**src/hw/rtl/swmin_pkg.sv**
```systemverilog
// Package for the sliding window minimum block.
// Widths and default sizes shared by the cell and the top level; no dependencies.
`default_nettype none

package swmin_pkg;

	localparam int DATA_W = 32;
	localparam int CFG_W = 7;
	localparam int MAX_WINDOW_DEF = 64;
	localparam logic [CFG_W-1:0] WINDOW_SIZE_RST = CFG_W'(1);

endpackage

`default_nettype wire

```
**src/hw/rtl/swmin_cell.sv**
```systemverilog
// One cell of the running-minimum chain.
// Holds the minimum over the samples of ages 0..k; depends on swmin_pkg.
`default_nettype none

module swmin_cell (
	input  wire logic                                  clk,
	input  wire logic                                  en,
	input  wire logic                                  sel,
	input  wire logic signed [swmin_pkg::DATA_W-1:0]   x,
	input  wire logic signed [swmin_pkg::DATA_W-1:0]   prev,
	output logic signed [swmin_pkg::DATA_W-1:0]        m_q,
	output logic        [swmin_pkg::DATA_W-1:0]        tap
);

	logic signed [swmin_pkg::DATA_W-1:0] nxt;

	// new min over ages 0..k = min(new sample, old min over ages 0..k-1)
	assign nxt = (x < prev) ? x : prev;
	assign tap = sel ? nxt : '0;

	always_ff @(posedge clk) begin
		if (en) begin
			m_q <= nxt;
		end
	end

endmodule

`default_nettype wire

```
**config.mk**
```make
export PLATFORM = sky130hd
export DESIGN_NAME = swmin_cell
export DESIGN_NICKNAME = d
export VERILOG_FILES = /design/src/hw/rtl/swmin_pkg.sv /design/src/hw/rtl/swmin_cell.sv
export SDC_FILE = /design/constraint.sdc
export NUM_CORES = 1
export LEC_CHECK = 0
export BUFFER_PORTS_ARGS = -buffer_cell sky130_fd_sc_hd__buf_2
export CAP_MARGIN = 20
export CELL_PAD_IN_SITES_DETAIL_PLACEMENT = 2
export CELL_PAD_IN_SITES_GLOBAL_PLACEMENT = 2
export CORE_MARGIN = 2
export CORE_UTILIZATION = 24
export CTS_BUF_LIST = sky130_fd_sc_hd__clkbuf_8 sky130_fd_sc_hd__clkbuf_16
export CTS_CLUSTER_SIZE = 10
export DETAILED_ROUTE_END_ITERATION = 8
export PLACE_DENSITY = 0.86
export SLEW_MARGIN = 20
export SYNTH_ARGS = -nofsm -noshare
export SYNTH_HDL_FRONTEND = slang
export SYNTH_SLANG_ARGS = --single-unit
export TNS_END_PERCENT = 5
```
**constraint.sdc**
```tcl
create_clock -name clk -period 3.5 [get_ports clk]
set_clock_uncertainty 0.05 [all_clocks]
set_input_delay 0.7 -clock clk [delete_from_list [all_inputs] [get_ports clk]]
set_output_delay 0.7 -clock clk [all_outputs]
set_load 0.01 [all_outputs]
```
==> impl_metrics.ini, run 1 <==
[status]
outcome = finished with violations
violations = negative setup slack

[synthesis]
yosysTopAreaCell = edfxtp_1
syn_nets = 381
ys_seq_area_share_pct = 34.83
synth.ff_latch_count = 32
synth_edf_count = 32
yosys_warnings = 0
ys_types = 27
synth_top_area_share_pct = 34.83
synth_common_cells = nand2_1, edfxtp_1, mux2i_1
synth_cells = 283
synth_flop_cell = edfxtp_1
syn_area_per_cell_um2 = 9.749
ys_async_sr_fraction_pct = 0
synth_area_leaders = edfxtp_1, ha_1, mux2i_1
synth.most_common_cell = nand2_1
syn_area_um2 = 2759

[sta]
rsz0062_at_grt = true
timing.final.crit_share_pct = 111.0
fin_crit_ns = 3.884
setup-tns-final_ns = -10.67
report.final.slew_viol_count = 0
timing.slew.headroom_pct = 42.45
hold_viol_final = 0
setup_violations = 32
timing.fmax_mhz = 257.5
setup_slack_ns = -0.3837
tightestPinTransition_ns = 0.8632

[detailed_routing]
drt_iter0_markers = 71
wire_per_inst_um = 18.57
drt_wl_total_mm = 11.20
drt_first_pass_iters = 4
ant_nets = 0
drc = 0
vias = 2863
vias_per_cell = 4.748

[place]
dp_slack_ns = -0.4684
routabilityCongestion = 0.7221
dp.cells = 582
dp_hpwl_mm = 7.904
port_buffers = 130

[final_layout]
largest_reg_flops = 32
syn_to_final_growth_pct = 72.20
final_util_pct = 41.97
regMostFlops = m_q
top_regs = m_q x32
drive_above_1_share_pct = 61.30
layoutNonFillerInstCount = 603
fill_cells = 1218
fin_nets = 557
diodes = 0

[worst_hold_path]
worstHoldStart = prev[29]
holdPathStages = 2
hp-class = input pin to flip-flop
whs_endpoint = m_q[29]$_DFFE_PP_

[power_and_ir_drop]
p_leak_nw = 2.183
power.total_mw = 1.866
switching_share_pct = 32.76
power_frac_comb_pct = 50.2
intPower_mw = 1.254
power.switching_mw = 0.6113
p_seq_share_pct = 27.2
p_clk_share_pct = 22.6
peakVddDrop_mv = 0.2566
p_per_area_nw_per_um2 = 392.7

[setup_path]
crit_path_top_delay_cell = nor4_2
startpoint = prev[27]
cp-start-kind = input pin
worstPathRequired_ns = 2.75
crit_chain = buf_8, inv_4, ha_4, nand4_1, nor3_2, a221o_1, nor4_2, and3_4, xnor2_4, buf_6, buf_12, mux2i_2, buf_2
arrival_ns = 3.13
critPathKind = input pin to output pin
critical-path-max-stage-delay_ns = 0.32
crit_path_end_kind = output pin
cp_top_family = simple AND/OR/NAND/NOR gates
crit_fanout = 8
critPathBufInv = 5

[die]
die_w_um = 111.2
core_area_um2 = 11320
die_y_um = 111.2
dieArea_um2 = 12370
num_rows = 39
start_util_pct = 24.37
io_pins = 131

[global_route]
grt_max_degree = 39
grt_pass1_vias = 3333
overflow = 0
grt_pass1_wl_mm = 16.80
antenna_found_initial = 0
grt_use_total_pct = 17.13

[clock_network]
root_buffer = clkbuf_16
clkSinkCount = 32
cts_tree = built
clk_pin_slew_ns = 0.06
cts_max_level = 2
cts_hold_buf = 0
cts_buffers = 5
cts_max_path_buffers = 2

[flow_run]
maxCapViolCount = 0
[power groups by stage]
stage	Combinational, mW	Clock, mW	Sequential (mW)
detailed placement	0.767	0	0.515
global placement	0.733	0	0.512
CTS	0.910	0.436	0.508
floorplan	0.466	0	0.543
global route	1.01	0.453	0.512
finish	0.937	0.421	0.508
[placed cells by master, fill, tap and decap left out, types with 3 or more instances in the layout]
cell and n:
a21oi_1 9, buf_12 5, buf_16 3, buf_2 114, buf_4 44, buf_6 15
clkbuf_16 5, edfxtp_1 32, ha_1 16, ha_4 15, inv_1 18, inv_2 10
inv_4 5, mux2_1 8, mux2_2 24, mux2i_2 18, mux2i_4 14, nand2_1 72
nand3_1 3, nand4_1 4, nor2_1 3
[kinds of logic after synthesis]
| family | share of synthesized area, % |
|---|---|
| AOI/OAI and AO/OA | 4.943 |
| xor gates and xnor gates | 0.9979 |
| buffers and inverters | 7.211 |
| DFF | 34.83 |
| adders and majority gates | 14.06 |
| muxes | 24.67 |
| and+or+nand+nor | 13.29 |
[final cells by class]
cell class | instances | area, µm² | share of cell area [%]
clock inverters | 3 | 11.26 | 0.2370
flip-flops and latches | 32 | 960.9 | 20.23
well taps | 143 | 178.9 | 3.766
repair buffers | 182 | 1267 | 26.68
inverters | 31 | 128.9 | 2.713
clock buffers | 5 | 125.1 | 2.634
multi-input cells | 207 | 2078 | 43.74
[through the flow]
step	instance area, µm²	hold WS (ns)
after global routing	4751	0.6877
after floorplan	3058	0.7625
after CTS	4463	0.6975
after detailed placement	4098	0.9808
after global placement	4098	0.9651
final	4751	0.6809
[worst max path at each step]
stage | cells after the start | end
2_1_floorplan | 9 | tap[11]
3_3_place_gp | 11 | tap[10]
3_5_place_dp | 11 | tap[17]
4_1_cts | 14 | tap[9]
5_1_grt | 13 | tap[27]
6_report | 13 | tap[27]
[layer usage]
| layer | part of all wire [%] | GRT usage [%] | wire [µm] | vias up |
|---|---|---|---|---|
| met5 | 0 | 0 | 0 | - |
| met4 | 1.3 | 2.963 | 143 | 0 |
| met3 | 5.0 | 3.663 | 556 | 10 |
| met2 | 56 | 34.39 | 6271 | 85 |
| met1 | 38 | 18.32 | 4227 | 1419 |
| li1 | - | - | - | 1349 |
[what timing repair did]
action,CTS,global route
cloned,4,0
pin swaps,8,21
endpoints found under the setup margin,32,46
setup buffers,7,3
gates resized for setup,17,59
hold endpoints to repair,0,0
Note: power is estimated with default switching activity, not from simulation.
==> run 2, diff against run 1 <==
--- a/config.mk
+++ b/config.mk
@@ -7,14 +7,14 @@
 export LEC_CHECK = 0
 export BUFFER_PORTS_ARGS = -buffer_cell sky130_fd_sc_hd__buf_2
 export CAP_MARGIN = 20
-export CELL_PAD_IN_SITES_DETAIL_PLACEMENT = 2
-export CELL_PAD_IN_SITES_GLOBAL_PLACEMENT = 2
+export CELL_PAD_IN_SITES_DETAIL_PLACEMENT = 1
+export CELL_PAD_IN_SITES_GLOBAL_PLACEMENT = 1
 export CORE_MARGIN = 2
-export CORE_UTILIZATION = 24
+export CORE_UTILIZATION = 31
 export CTS_BUF_LIST = sky130_fd_sc_hd__clkbuf_8 sky130_fd_sc_hd__clkbuf_16
 export CTS_CLUSTER_SIZE = 10
 export DETAILED_ROUTE_END_ITERATION = 8
-export PLACE_DENSITY = 0.86
+export PLACE_DENSITY = 0.87
 export SLEW_MARGIN = 20
 export SYNTH_ARGS = -nofsm -noshare
 export SYNTH_HDL_FRONTEND = slang
==> impl_metrics.ini, run 2 (synthesis results as in run 1) <==
[power_and_ir_drop]
switching_share_pct = 33.83
intPower_mw = 1.130
power.switching_mw = 0.5779
p_seq_share_pct = 29.5
p_per_area_nw_per_um2 = 360.8
power_frac_comb_pct = 54.0
power.total_mw = 1.708
p_clk_share_pct = 16.5
p_leak_nw = 2.208
peakVddDrop_mv = 0.1709

[worst_hold_path]
hp-class = input pin to flip-flop
worstHoldStart = x[27]

[global_route]
grt_max_degree = 35
overflow = 0
grt_use_total_pct = 19.47
grt_pass1_vias = 3145
antenna_found_initial = 0
grt_pass1_wl_mm = 15.10

[detailed_routing]
drc = 0
ant_nets = 0
top_layer = met4
routed-wl-met2_mm = 5.294
drt_wl_total_mm = 9.964
drt_first_pass_iters = 5
vias = 2847
wl_met3_um = 501
wire_per_inst_um = 17.27
vias_per_cell = 4.934
drt_iter0_markers = 49
wl_met1_mm = 4.003

[die]
dieArea_um2 = 9671
io_pins = 131
die_w_um = 98.34
num_rows = 34
start_util_pct = 31.79
die_y_um = 98.34
core_area_um2 = 8678

[setup_path]
startpoint = x[30]
crit_fanout = 5
crit_path_end_kind = output pin
arrival_ns = 2.96
worstPathRequired_ns = 2.75
critPathKind = input pin to output pin
cp-start-kind = input pin

[final_layout]
final_util_pct = 54.56
fill_cells = 1005
final_common_cell = buf_2
regMostFlops = m_q
drive_above_1_share_pct = 60.98
syn_to_final_growth_pct = 71.61
largest_reg_flops = 32
fin_nets = 566
stdcell_area_um2 = 4735
final_cell_mix = buf_2, nand2_1, buf_4
top_regs = m_q x32
layoutNonFillerInstCount = 577
diodes = 0

[sta]
rsz0062_at_grt = true
timing.final.crit_share_pct = 106.0
hold_viol_final = 0
report.final.slew_viol_count = 0
timing.slew.headroom_pct = 45.69
tightestPinTransition_ns = 0.8146
holdWs_ns = 0.6728
fin_crit_ns = 3.712
setup-tns-final_ns = -5.462
setup_slack_ns = -0.2116
setup_violations = 32
timing.fmax_mhz = 269.4

[place]
dp_slack_ns = -0.4177
dp_hpwl_mm = 6.917
routabilityCongestion = 0.7329
dp.cells = 552
placed_cell_area_um2 = 4104
port_buffers = 130

[status]
violations = negative setup slack
outcome = finished with violations

[clock_network]
cts_max_path_buffers = 2
cts_max_level = 2
clk_pin_slew_ns = 0.07
cts_buffers = 5
clkSinkCount = 32
cts_hold_buf = 0
root_buffer = clkbuf_8
cts_tree = built

[flow_run]
maxCapViolCount = 0
==> run 2: changes by cell type in the layout (fill, tap and decap cells not counted), sizes merged <==
cell,previous run,this run
clkbuf,5,6
buf,182,190
==> run 2: cell type report <==
| class | instances | area [µm²] | share of cell area (%) |
|---|---|---|---|
| Clock inverter | 3 | 11.26 | 0.2378 |
| Clock buffer | 5 | 68.82 | 1.453 |
| Multi-Input combinational cell | 207 | 2087 | 44.08 |
| Tap cell | 108 | 135.1 | 2.854 |
| Sequential cell | 32 | 960.9 | 20.30 |
| Timing Repair Buffer | 191 | 1345 | 28.41 |
| Inverter | 31 | 126.4 | 2.669 |
==> run 2: what timing repair did <==
action | 4_1_cts | 5_1_grt
cloned | 2 | 1
buffers inserted | 11 | 5
setup endpoints to repair | 32 | 38
pin swaps | 11 | 15
gates resized for setup | 33 | 42
==> run 2: power by group through the flow <==
stage          Clock, mW  Combinational, mW  Sequential (mW)
6_report           0.281              0.923            0.504
5_1_grt            0.302              0.993            0.510
4_1_cts            0.293              0.896            0.506
3_5_place_dp           0              0.775            0.513
3_3_place_gp           0              0.748            0.511
2_1_floorplan          0              0.466            0.543
==> run 2: path summary, 6_finish.rpt <==
kind,endpoint,slack (ns),cells after the start
max,tap[31],-0.21,12
min,m_q[27]$_DFFE_PP_,0.67,2
==> run 2: worst max-delay path, stage by stage <==
cell and delay, ns:
buf_4 0.14, ha_4 0.26, nand4_1 0.14, buf_4 0.18, nor4_4 0.25, o2111ai_2 0.15, and3_4 0.23, xnor2_4 0.21
buf_6 0.17, buf_12 0.15, mux2i_4 0.23, buf_2 0.15
==> run 2: layer usage <==
| metal | GRT usage (%) | up-vias |
|---|---|---|
| met5 | 0 | - |
| li1 | - | 1367 |
| met4 | 5.479 | 0 |
| met1 | 22.32 | 1361 |
| met2 | 36.58 | 105 |
| met3 | 3.722 | 14 |
